File: config.mk
export PLATFORM = sky130hd
export DESIGN_NAME = iwj_ram
export DESIGN_NICKNAME = d
export VERILOG_FILES = /design/src/iwj_ram.sv
export SDC_FILE = /design/constraint.sdc
export NUM_CORES = 1
export LEC_CHECK = 0
export BUFFER_PORTS_ARGS = -buffer_cell sky130_fd_sc_hd__buf_2
export CORE_ASPECT_RATIO = 0.7
export CORE_UTILIZATION = 25
export CTS_BUF_LIST = sky130_fd_sc_hd__clkbuf_8
export DETAILED_ROUTE_END_ITERATION = 7
export HOLD_SLACK_MARGIN = 0.1
export PLACE_DENSITY_LB_ADDON = 0.25
export SYNTH_ARGS = -nofsm -noshare
export SYNTH_HDL_FRONTEND = slang
export SYNTH_SLANG_ARGS = --single-unit
File: constraint.sdc
create_clock -name clk -period 2 [get_ports clk]
set_input_delay 0.2 -clock clk [delete_from_list [all_inputs] [get_ports clk]]
set_output_delay 0.2 -clock clk [all_outputs]
set_load 0.03 [all_outputs]
File: src/iwj_ram.sv
`default_nettype none
module iwj_ram #(
  parameter int WIDTH = 8,
  parameter int DEPTH = 16
) (
  input  wire logic                     clk,
  input  wire logic                     wr_en,
  input  wire logic [$clog2(DEPTH)-1:0] wr_addr,
  input  wire logic [WIDTH-1:0]         wr_data,
  input  wire logic                     rd_en,
  input  wire logic [$clog2(DEPTH)-1:0] rd_addr,
  output logic      [WIDTH-1:0]         rd_data
);

  logic [WIDTH-1:0] mem [DEPTH];

  always_ff @(posedge clk) begin
    if (wr_en) begin
      mem[wr_addr] <= wr_data;
    end
    if (rd_en) begin
      rd_data <= mem[rd_addr];
    end
  end

endmodule
`default_nettype wire

Yosys cells after proc, flatten, opt, wreduce, memory -nomap -nowiden
Memory sizes are Yosys's and may differ from the RTL's. A register that Yosys moved wholly into a read port is not among the register bits.
Index checks and enable logic that the tools add are counted.

storage, ports and cells
  output and inout bits = 8
  input port bits = 19
  memories kept = 1
  bits in writable memories = 128
  flip-flop bits (word level) = 0

memory list
  memory  depth  width  rd ports  clocked after memory_dff  wr ports  line  text
  mem     16     8      1         1                         1         15    logic [WIDTH-1:0] mem [DEPTH];

operators by class
  mux-type cells = 2

operators with widths
  operator          count
  2-to-1 mux 1 bit  2

Longest topological paths before layout
  depth after elaboration = 2
  gate-level depth with buffers = 5
  gate-level depth less buffers = 3

Least setup slack after synthesis
Ideal clock, no wire load.

  path kind = input to register
  start point = input wr_addr[2]
  end point = memory mem[0][0], enable pin
  cell stages on the path = 2
  arrival time = 1.310 ns
  library setup time = 0.383 ns
  slack = 0.307 ns
  required time = 1.617 ns
  path through = or3b_2 nor3_1

RTL lines
  what         line  text
  from (decl)  8     input wire logic [$clog2(DEPTH)-1:0] wr_addr,
  to (decl)    15

No word-level cell before the write port.

==> metrics.cfg <==
[clock_tree]
hold_buffers = 0
cts_tree = built
cts_buffer_depth = 2
path_clk_slew_ns = 0.08
cts_root_buf = clkbuf_8
post-cts-setup-buffers = 0
numCtsBuffers = 17
h-tree-depth = 4
clk_latency_ns = 0.43
clkSinkCount = 136
cts_resized = 0

[grt]
grt_max_degree = 33
grt_usage = 0.109
antenna_found_initial = 0
grt_pass1_vias = 2573
grt_pass1_wl_mm = 16.3
grt_overflow = 0

[floorplanning]
initial_core_util = 0.260
ioPinCount = 27
core_um2 = 20100
die_y_um = 123
rows = 43
die_width_um = 175
die_area_um2 = 21500

[cells_and_area]
fill_cells = 1963
num_antenna_cells = 0
final_nets = 305
layout.area.seq_um2 = 4080
multi_input_area_um2 = 1060
area_growth_pct = 19.2
drive_above_1_share = 0.318

[pwr]
powerDensity_nw_per_um2 = 949
p_leak_nw = 2.04
ir_drop_mv = 0.400

[status]
status = finished clean

[run]
maxCapViolations = 0

[worst_hold_path]
min_path_type = in2reg
min_delay_path_depth = 1
min-delay-start = rd_en
holdPathEnd = rd_data[2]$_DFFE_PP_

[yosys]
synth.top_cell.area_share = 0.781
yosysMostFrequentCell = edfxtp_1
synth_cell_types = 18
synthFlopType = edfxtp_1
syn_area_um2 = 5230
synth_warnings = 0
ys_seq_area_frac = 0.781
async_flop_share = 0
yosysTopAreaCell = edfxtp_1
netlist_top_cells_count = 136 x edfxtp_1, 18 x mux4_2, 16 x a22oi_1
synth_edf_count = 136
syn-num-nets = 248
ys_ff_latch = 136
syn_avg_cell_area_um2 = 22.8
synth_cells = 229
ys_top_cells_by_area = edfxtp_1 78%, mux4_2 7.8%, mux4_1 7.0%, a22oi_1 2.3%, nor2_1 0.93%

[routing]
vias = 2458
first_iter_violations = 158
drt_pass1_iterations = 4
viasPerCell = 4.32
drc_errors = 0
wl_mm = 10.8
ant_nets = 0
wl_per_cell_um = 19.1

[timing]
fmax_ghz = 0.693
rsz0062_at_grt = no
hold_viol = 0
min_period_ns = 1.44
setup_viol = 0
skew_ns = 0.0125
slew_headroom = 0.656
worst_slew_pin_slew_ns = 0.511
setup_tns_ns = 0
slew_viol_final = 0
holdWs_ns = 0.154
period_share = 0.722

[worst_setup_path]
crit_fanout = 1
endpoint_kind = register
regToRegEndpoint = rd_data[0]$_DFFE_PP_
crit_chain = mux4_1, a22oi_1, nand2_1
cpPeakStageDelay_ns = 0.49
cp.required_ns = 2.17
r2r-start = mem[0][0]$_DFFE_PP_
cp-start-kind = register
crit_type = reg2reg
crit_slowest_cell = mux4_1
regToRegSetupSlack_ns = 0.56
r2r_cells = 3
arrival_ns = 1.61

[placed_design]
place_hpwl_mm = 7.35
gp_congestion = 0.729
numPortBuffers = 26

logic make-up (layout without fill, tap and decap cells):
kind of cell,after synthesis,in the layout,share of synthesized area
buffers and inverters,10,80,0.0165
muxes,32,32,0.148
AOI/OAI and AO/OA,16,16,0.0230
DFF,136,136,0.781
and+or+nand+nor,35,35,0.0314
power breakdown:
part | switching [W] | leakage (nW) | internal (W)
Clock | 0.00102 | 0.201 | 0.00134
Sequential | 0.0000200 | 1.24 | 0.00321
Combinational | 0.000198 | 0.603 | 0.000131
Total | 0.00124 | 2.04 | 0.00468
stage by stage:
stage | cell area, µm² | power (W) | cells | utilization | setup slack [ns]
global placement | 5810 | 0.00362 | 537 | 0.289 | 0.213
finish | 6230 | 0.00591 | 569 | 0.310 | 0.556
CTS | 6230 | 0.00598 | 569 | 0.310 | 0.536
detailed placement | 5810 | 0.00363 | 537 | 0.289 | 0.258
global route | 6230 | 0.00610 | 569 | 0.310 | 0.510
floorplan | 5230 | 0.00347 | 229 | - | 0.307
critical path, delay by kind of cell (launching register included):
| family | cells | cell delay (ns) |
|---|---|---|
| multiplexers | 1 | 0.49 |
| flip-flops | 1 | 0.38 |
| AO/OA/AOI/OAI | 1 | 0.21 |
| AND/OR/NAND/NOR | 1 | 0.10 |
registers in the layout (all words and copies together), names as in the netlist:
| name | cells |
|---|---|
| rd_data | 8 |
| mem | 128 |
per-layer routing:
metal  wire length, µm  GRT usage  up-vias
li1                  -          -     1093
met3               561     0.0301       11
met5                 0          0        -
met2              4600      0.155       64
met1              5590      0.157     1290
met4                91     0.0435        0
worst max path at each step:
stage | cells past startpoint | startpoint | end | slack (ns)
floorplan | 2 | wr_addr[2] | mem[0][0]$_DFFE_PP_ | 0.31
global placement | 5 | rd_addr[0] | rd_data[3]$_DFFE_PP_ | 0.21
detailed placement | 5 | rd_addr[0] | rd_data[3]$_DFFE_PP_ | 0.26
CTS | 3 | mem[1][2]$_DFFE_PP_ | rd_data[2]$_DFFE_PP_ | 0.54
global route | 3 | mem[8][0]$_DFFE_PP_ | rd_data[0]$_DFFE_PP_ | 0.51
finish | 3 | mem[0][0]$_DFFE_PP_ | rd_data[0]$_DFFE_PP_ | 0.56
cell type report:
class,count,area share
clock inverters,15,0.0299
repair buffers,48,0.0534
well taps,270,0.0542
multi-input cells,83,0.170
flip-flops and latches,136,0.655
clock buffers,17,0.0375
cell usage in the layout, fill, tap and decap left out, types with 2 or more instances in the layout:
master and count:
a22oi_1 16, buf_12 3, buf_2 26, buf_4 19, bufinv_16 4, clkbuf_8 17, clkinv_1 2, clkinvlp_4 5
edfxtp_1 136, inv_1 2, mux4_1 14, mux4_2 18, nand2_1 9, nand2b_1 2, nand3b_1 2, nor2_1 13
nor3_1 4
No activity file was read; power rests on OpenSTA's default activity.
