[src/iwj_pkg.sv]
`default_nettype none
package iwj_pkg;

  localparam int CHROM_W     = 8;
  localparam int POS_W       = 31;
  localparam int LOAD_IDX_W  = 12;
  localparam int TAG_W       = 16;
  localparam int REF_IDX_W   = 12;
  localparam int CUT_W       = 31;

  localparam int DEF_REF_DEPTH = 4096;
  localparam int DEF_MAX_HITS  = 63;

  localparam logic FUNC_LOAD  = 1'b0;
  localparam logic FUNC_QUERY = 1'b1;

  typedef struct packed {
    logic [CHROM_W-1:0] chrom;
    logic [POS_W-1:0]   start_pos;
    logic [POS_W-1:0]   end_pos;
  } ref_entry_t;

  localparam int ENTRY_W = $bits(ref_entry_t);

endpackage
`default_nettype wire

[src/iwj_if.sv]
`default_nettype none
interface iwj_item_if
  import iwj_pkg::*;
();
  logic                  valid;
  logic                  ready;
  logic                  func;
  logic [LOAD_IDX_W-1:0] load_index;
  logic [CHROM_W-1:0]    chrom_id;
  logic [POS_W-1:0]      start_pos;
  logic [POS_W-1:0]      end_pos;
  logic                  minus_strand;
  logic [TAG_W-1:0]      query_tag;

  modport source (output valid, func, load_index, chrom_id, start_pos, end_pos,
                  minus_strand, query_tag, input ready);
  modport sink (input valid, func, load_index, chrom_id, start_pos, end_pos,
                minus_strand, query_tag, output ready);
endinterface

interface iwj_result_if
  import iwj_pkg::*;
();
  logic                 valid;
  logic                 ready;
  logic [TAG_W-1:0]     tag_out;
  logic [REF_IDX_W-1:0] ref_index;
  logic [POS_W-1:0]     distance;
  logic                 hit;
  logic                 overflow;
  logic                 last;

  modport source (output valid, tag_out, ref_index, distance, hit, overflow, last,
                  input ready);
  modport sink (input valid, tag_out, ref_index, distance, hit, overflow, last,
                output ready);
endinterface

`default_nettype wire

[src/iwj_scan.sv]
`default_nettype none
module iwj_scan
  import iwj_pkg::*;
#(
  parameter int REF_DEPTH = DEF_REF_DEPTH,
  parameter int MAX_HITS  = DEF_MAX_HITS,
  localparam int AW = $clog2(REF_DEPTH),
  localparam int CW = AW + 1
) (
  input  wire logic         clk,
  input  wire logic         rst,
  iwj_item_if.sink          item,
  iwj_result_if.source      result,
  input  wire logic [CUT_W-1:0] cut,
  output logic              wr_en,
  output logic [AW-1:0]     wr_addr,
  output ref_entry_t        wr_data,
  output logic              rd_en,
  output logic [AW-1:0]     rd_addr,
  input  wire ref_entry_t   rd_data
);

  localparam int HW = $clog2(MAX_HITS + 1);

  typedef enum logic [1:0] {IDLE, CHROM, SCAN, TERM} state_t;

  state_t               state;
  logic [CW-1:0]        ref_count;
  logic [CW-1:0]        sweep;
  logic [AW-1:0]        idx;
  logic [HW-1:0]        nhits;
  logic                 ovf;
  logic [CHROM_W-1:0]   qchr;
  logic [POS_W-1:0]     qs;
  logic [POS_W-1:0]     qe;
  logic                 qminus;
  logic [TAG_W-1:0]     qtag;

  logic                 out_valid;
  logic [TAG_W-1:0]     out_tag;
  logic [REF_IDX_W-1:0] out_index;
  logic [POS_W-1:0]     out_dist;
  logic                 out_hit;
  logic                 out_ovf;
  logic                 out_last;

  logic                 beat;
  logic                 slot_ok;
  logic                 out_free;
  logic                 out_load;
  logic [POS_W:0]       qe_cut;
  logic [POS_W:0]       re_cut;
  logic                 stop;
  logic                 skip;
  logic                 overlap;
  logic                 found;
  logic [POS_W-1:0]     hit_dist;
  logic                 room;
  logic                 stall;
  logic [CW-1:0]        idx_inc;
  logic [CW-1:0]        sweep_inc;
  logic                 more;
  logic                 advance;

  assign item.ready = (state == IDLE);
  assign beat       = item.valid && item.ready;
  assign slot_ok    = 32'(item.load_index) < 32'(REF_DEPTH);

  assign wr_en   = beat && (item.func == FUNC_LOAD) && slot_ok;
  assign wr_addr = AW'(item.load_index);
  assign wr_data = '{chrom: item.chrom_id, start_pos: item.start_pos,
                     end_pos: item.end_pos};

  assign out_free  = !out_valid || result.ready;
  assign qe_cut    = {1'b0, qe} + {1'b0, cut};
  assign re_cut    = {1'b0, rd_data.end_pos} + {1'b0, cut};
  assign stop      = (rd_data.chrom != qchr) || (qe_cut < {1'b0, rd_data.start_pos});
  assign skip      = {1'b0, qs} > re_cut;
  assign overlap   = (qe > rd_data.start_pos) && (qs < rd_data.end_pos);
  assign found     = !skip && (overlap || (!qminus && (qe < rd_data.start_pos)) ||
                               (qminus && (qs > rd_data.end_pos)));
  assign room      = nhits < HW'(MAX_HITS);
  assign stall     = found && room && !out_free;
  assign idx_inc   = {1'b0, idx} + CW'(1);
  assign sweep_inc = sweep + CW'(1);
  assign more      = idx_inc < ref_count;
  assign advance   = (sweep_inc < ref_count) && (qchr > rd_data.chrom);
  assign out_load  = ((state == SCAN) && !stop && !stall && found && room) ||
                     ((state == TERM) && out_free);

  always_comb begin
    if (overlap) begin
      hit_dist = '0;
    end else if (qminus) begin
      hit_dist = qs - rd_data.end_pos;
    end else begin
      hit_dist = rd_data.start_pos - qe;
    end
  end

  always_comb begin
    rd_en   = 1'b0;
    rd_addr = sweep[AW-1:0];
    unique case (state)
      IDLE: begin
        rd_en = beat && (item.func == FUNC_QUERY) && (sweep < ref_count);
      end
      CHROM: begin
        rd_en   = advance;
        rd_addr = sweep_inc[AW-1:0];
      end
      SCAN: begin
        rd_en   = !stop && !stall && more;
        rd_addr = idx_inc[AW-1:0];
      end
      TERM: begin
        rd_en = 1'b0;
      end
      default: begin
        rd_en = 1'b0;
      end
    endcase
  end

  always_ff @(posedge clk) begin
    if (rst) begin
      state     <= IDLE;
      ref_count <= '0;
      sweep     <= '0;
      out_valid <= 1'b0;
      nhits     <= '0;
      ovf       <= 1'b0;
    end else begin
      if (out_load) begin
        out_valid <= 1'b1;
      end else if (result.ready) begin
        out_valid <= 1'b0;
      end
      unique case (state)
        IDLE: begin
          if (beat && (item.func == FUNC_LOAD)) begin
            if (slot_ok) begin
              ref_count <= CW'(32'(item.load_index) + 32'd1);
              sweep     <= '0;
            end
          end else if (beat) begin
            qchr   <= item.chrom_id;
            qs     <= item.start_pos;
            qe     <= item.end_pos;
            qminus <= item.minus_strand;
            qtag   <= item.query_tag;
            nhits  <= '0;
            ovf    <= 1'b0;
            state  <= (sweep < ref_count) ? CHROM : TERM;
          end
        end
        CHROM: begin
          if (advance) begin
            sweep <= sweep_inc;
          end else if (qchr < rd_data.chrom) begin
            state <= TERM;
          end else begin
            idx   <= sweep[AW-1:0];
            state <= SCAN;
          end
        end
        SCAN: begin
          if (stop) begin
            state <= TERM;
          end else if (!stall) begin
            if (found && room) begin
              out_tag   <= qtag;
              out_index <= REF_IDX_W'(idx);
              out_dist  <= hit_dist;
              out_hit   <= 1'b1;
              out_ovf   <= 1'b0;
              out_last  <= 1'b0;
              nhits     <= nhits + HW'(1);
            end else if (found) begin
              ovf <= 1'b1;
            end
            if (skip && (sweep == {1'b0, idx})) begin
              sweep <= sweep_inc;
            end
            if (more) begin
              idx <= idx_inc[AW-1:0];
            end else begin
              state <= TERM;
            end
          end
        end
        TERM: begin
          if (out_free) begin
            out_tag   <= qtag;
            out_index <= '0;
            out_dist  <= '0;
            out_hit   <= 1'b0;
            out_ovf   <= ovf;
            out_last  <= 1'b1;
            state     <= IDLE;
          end
        end
        default: begin
          state <= IDLE;
        end
      endcase
    end
  end

  assign result.valid     = out_valid;
  assign result.tag_out   = out_tag;
  assign result.ref_index = out_index;
  assign result.distance  = out_dist;
  assign result.hit       = out_hit;
  assign result.overflow  = out_ovf;
  assign result.last      = out_last;

endmodule
`default_nettype wire

[src/flat_wrapper.sv]
// flat-port wrapper written by rule: the top's interface ports become plain ports
module iwj_scan_flat import iwj_pkg::*;
#(
  parameter int REF_DEPTH = DEF_REF_DEPTH,
  parameter int MAX_HITS  = DEF_MAX_HITS,
  localparam int AW = $clog2(REF_DEPTH),
  localparam int CW = AW + 1
)
  (clk, rst, cut, wr_en, wr_addr, wr_data, rd_en, rd_addr, rd_data, item_valid, item_func, item_load_index, item_chrom_id, item_start_pos, item_end_pos, item_minus_strand, item_query_tag, item_ready, result_valid, result_tag_out, result_ref_index, result_distance, result_hit, result_overflow, result_last, result_ready);
  iwj_item_if item_i ();
  iwj_result_if result_i ();
  input  wire logic clk;
  input  wire logic rst;
  input  wire logic [CUT_W-1:0] cut;
  output logic wr_en;
  output logic [AW-1:0] wr_addr;
  output ref_entry_t wr_data;
  output logic rd_en;
  output logic [AW-1:0] rd_addr;
  input  wire ref_entry_t rd_data;
  input wire logic [$bits(item_i.valid)-1:0] item_valid;
  input wire logic [$bits(item_i.func)-1:0] item_func;
  input wire logic [$bits(item_i.load_index)-1:0] item_load_index;
  input wire logic [$bits(item_i.chrom_id)-1:0] item_chrom_id;
  input wire logic [$bits(item_i.start_pos)-1:0] item_start_pos;
  input wire logic [$bits(item_i.end_pos)-1:0] item_end_pos;
  input wire logic [$bits(item_i.minus_strand)-1:0] item_minus_strand;
  input wire logic [$bits(item_i.query_tag)-1:0] item_query_tag;
  output wire logic [$bits(item_i.ready)-1:0] item_ready;
  output wire logic [$bits(result_i.valid)-1:0] result_valid;
  output wire logic [$bits(result_i.tag_out)-1:0] result_tag_out;
  output wire logic [$bits(result_i.ref_index)-1:0] result_ref_index;
  output wire logic [$bits(result_i.distance)-1:0] result_distance;
  output wire logic [$bits(result_i.hit)-1:0] result_hit;
  output wire logic [$bits(result_i.overflow)-1:0] result_overflow;
  output wire logic [$bits(result_i.last)-1:0] result_last;
  input wire logic [$bits(result_i.ready)-1:0] result_ready;
  assign item_i.valid = item_valid;
  assign item_i.func = item_func;
  assign item_i.load_index = item_load_index;
  assign item_i.chrom_id = item_chrom_id;
  assign item_i.start_pos = item_start_pos;
  assign item_i.end_pos = item_end_pos;
  assign item_i.minus_strand = item_minus_strand;
  assign item_i.query_tag = item_query_tag;
  assign item_ready = item_i.ready;
  assign result_valid = result_i.valid;
  assign result_tag_out = result_i.tag_out;
  assign result_ref_index = result_i.ref_index;
  assign result_distance = result_i.distance;
  assign result_hit = result_i.hit;
  assign result_overflow = result_i.overflow;
  assign result_last = result_i.last;
  assign result_i.ready = result_ready;
  iwj_scan #(.REF_DEPTH(REF_DEPTH), .MAX_HITS(MAX_HITS)) u_core (.clk(clk), .rst(rst), .item(item_i), .result(result_i), .cut(cut), .wr_en(wr_en), .wr_addr(wr_addr), .wr_data(wr_data), .rd_en(rd_en), .rd_addr(rd_addr), .rd_data(rd_data));
endmodule
[config.mk]
export PLATFORM = sky130hd
export DESIGN_NAME = iwj_scan_flat
export DESIGN_NICKNAME = d
export VERILOG_FILES = /design/src/iwj_pkg.sv /design/src/iwj_if.sv /design/src/iwj_scan.sv /design/src/flat_wrapper.sv
export SDC_FILE = /design/constraint.sdc
export NUM_CORES = 1
export LEC_CHECK = 0
export BUFFER_PORTS_ARGS = -buffer_cell sky130_fd_sc_hd__buf_2
export CORE_UTILIZATION = 54
export DETAILED_ROUTE_END_ITERATION = 16
export PLACE_DENSITY = 0.9
export SKIP_CTS_REPAIR_TIMING = 1
export SYNTH_ARGS = -nofsm -noshare
export SYNTH_HDL_FRONTEND = slang
export SYNTH_SLANG_ARGS = --single-unit
[constraint.sdc]
create_clock -name clk -period 26.8 [get_ports clk]
set_input_delay 4.02 -clock clk [delete_from_list [all_inputs] [get_ports clk]]
set_output_delay 4.02 -clock clk [all_outputs]
set_load 0.05 [all_outputs]
# Yosys cells after proc, flatten, opt, wreduce, memory -nomap -nowiden
# Cells that the tools add are included.
classes:
  add_sub_neg: 8
  n_lt_le_gt_ge: 12
  eq_ne: 21
  muxes: 68
  n_bitwise: 3
  n_reduce_logical: 44
ops:
  columns: ["operator", "count"]
  rows:
  - ["31-bit 2-to-1 mux", 6]
  - ["12-bit 2-to-1 mux", 9]
  - ["12-bit case mux with 2 select lines", 3]
  - ["13-bit 2-to-1 mux", 5]
  - ["31-bit by 31-bit adder with 32-bit output", 2]
  - ["16-bit 2-to-1 mux", 4]
  - ["31-bit > comparator", 2]
  - ["31-bit less-than comparator", 2]
  - ["31-bit case mux with 2 select lines", 1]
  - ["31-bit subtractor", 2]
  - ["13-bit less-than comparator", 3]
  - ["13-bit case mux with 3 select lines", 1]
  - ["31-bit by 32-bit > comparator with 1-bit output", 1]
  - ["32-bit by 31-bit less-than comparator with 1-bit output", 1]
  - ["16-bit case mux with 2 select lines", 1]
  - ["6-bit 2-to-1 mux", 5]
  - ["12-bit by 1-bit adder with 13-bit output, second input constant", 2]
  - ["6-bit AND reduction", 4]
  - ["1-bit logical AND", 19]
  - ["1-bit 2-to-1 mux", 18]
  - ["2-bit inequality test, second input constant", 9]
  - ["2-bit 2-to-1 mux", 8]
  - ["7-bit AND reduction", 2]
  - ["13-bit by 1-bit adder with 13-bit output, second input constant", 1]
  - ["other kinds (22)", 45]
word_totals:
  regBits: 197
  input_bits: 205
  output_inout_bits: 160

# Longest topological paths before layout
logic_depth:
  ltp_word: 13
  mapped_depth: 23
  ltp_nobuf: 22

# Worst setup path after synthesis
# No wires, ideal clock.
synth_path:
  path_kind: "input to register"
  startpoint: "in cut[0]"
  endpoint: "reg u_core.out_dist[0] (netlist: u_core.result.distance[0]) (enable)"
  setup_ns: 0.558
  t_arrival_ns: 12.245
  slack_ns: 13.996
  path_stages: 20
  cell_sequence: "ha_1 inv_1 fa_1 nor2b_1 o31ai_1 nand4_1 a21oi_1 o41ai_1 a311o_1 a21oi_1 o21ai_0 xor2_1 ha_1 nand3_1 or2_2 or4_1 o211a_1 o21ai_1 o21bai_1 nor3_1"
synth_between:
  elab_chain_cells: 8
synth_lines:
  columns: ["item", "line_no", "source"]
  rows:
  - ["from (decl)", "flat_wrapper.sv:14", "input wire logic [CUT_W-1:0] cut;"]
  - ["31-bit by 31-bit adder with 32-bit output", "iwj_scan.sv:76", "assign re_cut = {1'b0, rd_data.end_pos} + {1'b0, cut};"]
  - ["31-bit by 32-bit > comparator with 1-bit output", "iwj_scan.sv:78", "assign skip = {1'b0, qs} > re_cut;"]
  - ["1-bit zero test", "iwj_scan.sv:80", "assign found = !skip && (overlap || (!qminus && (qe < rd_data.start_pos)) ||"]
  - ["1-bit logical AND", "iwj_scan.sv:80", null]
  - ["1-bit logical AND", "iwj_scan.sv:83, iwj_scan.sv:171", null]
  - ["1-bit logical AND", "iwj_scan.sv:83", "assign stall = found && room && !out_free;"]
  - ["2-bit inequality test (no source line)", null, null]
  - ["6-bit AND reduction (no source line) (*)", null, null]
  - ["to (signal assigned)", "iwj_scan.sv:174", "out_dist <= hit_dist;"]
  - ["to (decl)", "iwj_scan.sv:42", "logic [POS_W-1:0] out_dist;"]
# Mark *: on every way between the ends. The rest lies on a longest branch, timed or not.
# A chain may end at the register's enable or synchronous reset.

# Final worst setup path
layout_path:
  startpoint: "in cut[0]"
  endpoint: "out rd_en"
layout_between:
  elab_chain_cells: 10
layout_lines:
  columns: ["item", "line_no", "source"]
  rows:
  - ["31-bit by 31-bit adder with 32-bit output", "iwj_scan.sv:76", null]
  - ["31-bit by 32-bit > comparator with 1-bit output", "iwj_scan.sv:78", null]
  - ["1-bit zero test", "iwj_scan.sv:80", null]
  - ["1-bit logical AND", "iwj_scan.sv:80", null]
  - ["1-bit logical AND (2 in series)", "iwj_scan.sv:83", null]
  - ["1-bit zero test", "iwj_scan.sv:113", "rd_en = !stop && !stall && more;"]
  - ["1-bit logical AND (*) (2 in series)", "iwj_scan.sv:113", null]
  - ["1-bit case mux with 4 select lines (*)", "iwj_scan.sv:104", "unique case (state)"]
  - ["to (decl)", "flat_wrapper.sv:18", "output logic rd_en;"]
# Marked as above.

==> flow_metrics.env <==
export IMPL_arrival_ps=10140
export IMPL_power_density_nw_per_um2=61.6
export IMPL_end_kind="output pin"
export IMPL_clock_tree_root_cell="clkbuf_16"
export IMPL_cts_buffers=17
export IMPL_synth_top_flop_cell="edfxtp_1"
export IMPL_grt_usage_pct=32.0
export IMPL_synth_top_cell_area_share_pct=27.1
export IMPL_path_max_fanout=5
export IMPL_status="finished clean"
export IMPL_yosys_warnings=0
export IMPL_drive_gt1_share_pct=19.3
export IMPL_grt_pass1_wl_um=83200
export IMPL_synth_edf_count=161
export IMPL_layout_nets=2724
export IMPL_crit_type="input pin to output pin"
export IMPL_min_path_type="register to register"
export IMPL_rsz0062_at_grt="no"
export IMPL_vias=16600
export IMPL_viasPerCell=6.04
export IMPL_fin_cells=2738
export IMPL_antenna_found_initial=6
export IMPL_grt_pass1_vias=15400
export IMPL_yosysMostFrequentCell="ha_1"
export IMPL_avgSynthCellArea_um2=8.89
export IMPL_cts_sinks=197
export IMPL_start_util_pct=54.9
export IMPL_place_area_um2=19600
export IMPL_synth_nets=2456
export IMPL_drt_pass1_iterations=5
export IMPL_synth_area_um2=17900
export IMPL_hold_violations=0
export IMPL_critPathLaunchType="input pin"
export IMPL_area_delta_synth_final_pct=13.0
export IMPL_ir_worst_vdd_v=0.0000717
export IMPL_path_clk_slew_ps=80
export IMPL_synthCells=2010
export IMPL_finalWeightedCongestion=0.992
export IMPL_dieWidth_um=184
export IMPL_io_pins=365
export IMPL_synth_ff_latch_count=197
export IMPL_async_reset_ff_share_pct=0
export IMPL_design_area_um2=20200
export IMPL_synth_cell_types=93
export IMPL_fmax_mhz=70.6
export IMPL_setup_viol=0
export IMPL_cts_max_level=4
export IMPL_slew_headroom_pct=23.3
export IMPL_synth_area_leaders="edfxtp_1, ha_1, a21oi_1, dfxtp_1, xnor2_1"
export IMPL_ys_seq_area_share_pct=31.1
export IMPL_yosys_area_top_type="edfxtp_1"
export IMPL_synth_top_cells_by_count="ha_1, inv_1, edfxtp_1, nor2_1, a21oi_1"
export IMPL_avgRoutedWirePerCell_um=20.1
export IMPL_io_buffers=364
export IMPL_design_die_area_um2=33800
export IMPL_grt_overflow=0
export IMPL_maxCapViolCount=0
export IMPL_cp_required_ps=22780
export IMPL_drtIter0Drc=1503
export IMPL_clkLatencyLatePin_ps=470
export IMPL_dpl_hpwl_um=44200
export IMPL_tightest_slew_ps=1150
export IMPL_period_needed_ps=14160
export IMPL_clock_path_buffers=2
export IMPL_core_area_um2=32500
export IMPL_finalClockSkew_ps=22.2
export IMPL_grt_max_degree=62
export IMPL_drt_total_wl_um=55000
export IMPL_tns_ps=0
export IMPL_ant_nets=0
export IMPL_die_h_um=184
export IMPL_drv_slew=0
export IMPL_place_inst=2701
export IMPL_num_rows=66
export IMPL_min_period_over_period_pct=52.8
export IMPL_cts_tree="done"
export IMPL_power_leakage_nw=9.10
export IMPL_route_detailed_drc=0
-- sequential cells by signal, indices dropped and copies added, names as in the netlist, 2 cells and up --
name and count:
u_core.sweep 13, u_core.result.tag_out 16, u_core.qe 31, u_core.idx 12, u_core.nhits 6, u_core.ref_count 13, u_core.qtag 16, u_core.result.ref_index 12
u_core.state 2, u_core.qchr 8, u_core.result.distance 31, u_core.qs 31
-- per-layer routing --
layer | track usage (%) | routed length [µm] | vias up
met5 | 0 | 13 | -
met4 | 10.0 | 1430 | 2
met3 | 5.23 | 4440 | 94
met2 | 54.4 | 26300 | 819
met1 | 41.4 | 22800 | 7781
li1 | - | - | 7854
-- critical path, stage by stage --
cell and delay, ps:
buf_2 100, ha_1 200, inv_1 70, fa_1 410
nor2b_1 150, o211ai_1 100, a21boi_0 350, o21ai_0 350
a21o_1 310, o32ai_1 670, a2111oi_0 290, o211a_1 290
a311oi_1 260, ha_1 190, nand4_1 130, nor4_1 360
o311ai_0 210, a31oi_1 690, a21oi_1 160, o21ai_2 160
nor4b_1 250, or3_1 170, buf_2 260
-- where the power goes --
part,switching (mW),internal [mW],leakage [nW],total [mW]
clock,0.136,0.144,0.309,0.280
combinational,0.386,0.188,7.03,0.574
sequential,0.0200,0.370,1.76,0.390
total,0.543,0.701,9.10,1.24
-- path summary, 6_finish.rpt --
| kind | from | to | slack, ps | depth (start not counted) |
|---|---|---|---|---|
| max | cut[0] | rd_en | 12640 | 23 |
| max reg2reg | u_core.qe[0]$_DFFE_PP_ | u_core.result.distance[15]$_SDFFCE_PP0P_ | 19970 | 22 |
| min reg2reg | u_core.qtag[1]$_DFFE_PP_ | u_core.result.tag_out[1]$_DFFE_PP_ | 420 | 0 |
| min | u_core.qtag[1]$_DFFE_PP_ | u_core.result.tag_out[1]$_DFFE_PP_ | 420 | 0 |
-- cell type report --
class	instances	area (µm²)
flip-flops and latches	197	5560
inverters	166	623
clock buffers	17	425
well taps	442	553
clock inverters	15	206
repair buffers	376	1910
multi-input cells	1520	10900
diodes	5	12.5
fillers	2873	12300
-- cells in the final DEF (no fill, tap or decap), types with 52 or more instances in the layout --
| cell | n |
|---|---|
| nand3_1 | 59 |
| o21ai_0 | 105 |
| xnor2_1 | 73 |
| ha_1 | 237 |
| edfxtp_1 | 161 |
| buf_2 | 364 |
| nor2_1 | 158 |
| a21oi_1 | 152 |
| nand2_1 | 117 |
| xor2_1 | 52 |
| inv_1 | 163 |
| a21o_1 | 67 |
-- cell families (layout without fill, tap and decap cells) --
kind of cell / after synthesis / after routing / share of synthesized area, %
XOR/XNOR: 125 / 125 / 6.13
multiplexers: 10 / 10 / 0.567
AO/OA/AOI/OAI: 548 / 548 / 20.4
other: 0 / 5 / 0
buffers and inverters: 293 / 574 / 7.90
flip-flops: 197 / 197 / 31.1
adder cells (fa/ha/maj): 241 / 241 / 17.0
AND/OR/NAND/NOR: 596 / 596 / 16.9
-- per-stage QoR --
| stage | worst slack [ps] | hold slack (ps) | total power, mW | util (%) |
|---|---|---|---|---|
| floorplan | 14000 | 400 | 0.811 | - |
| detailed placement | 12830 | 405 | 0.956 | 60.1 |
| global placement | 12950 | 400 | 0.944 | 60.1 |
| global route | 12310 | 430 | 1.31 | 62.1 |
| finish | 12640 | 421 | 1.24 | 62.1 |
| CTS | 12770 | 423 | 1.24 | 62.1 |
(Power assumes the default switching activity.)
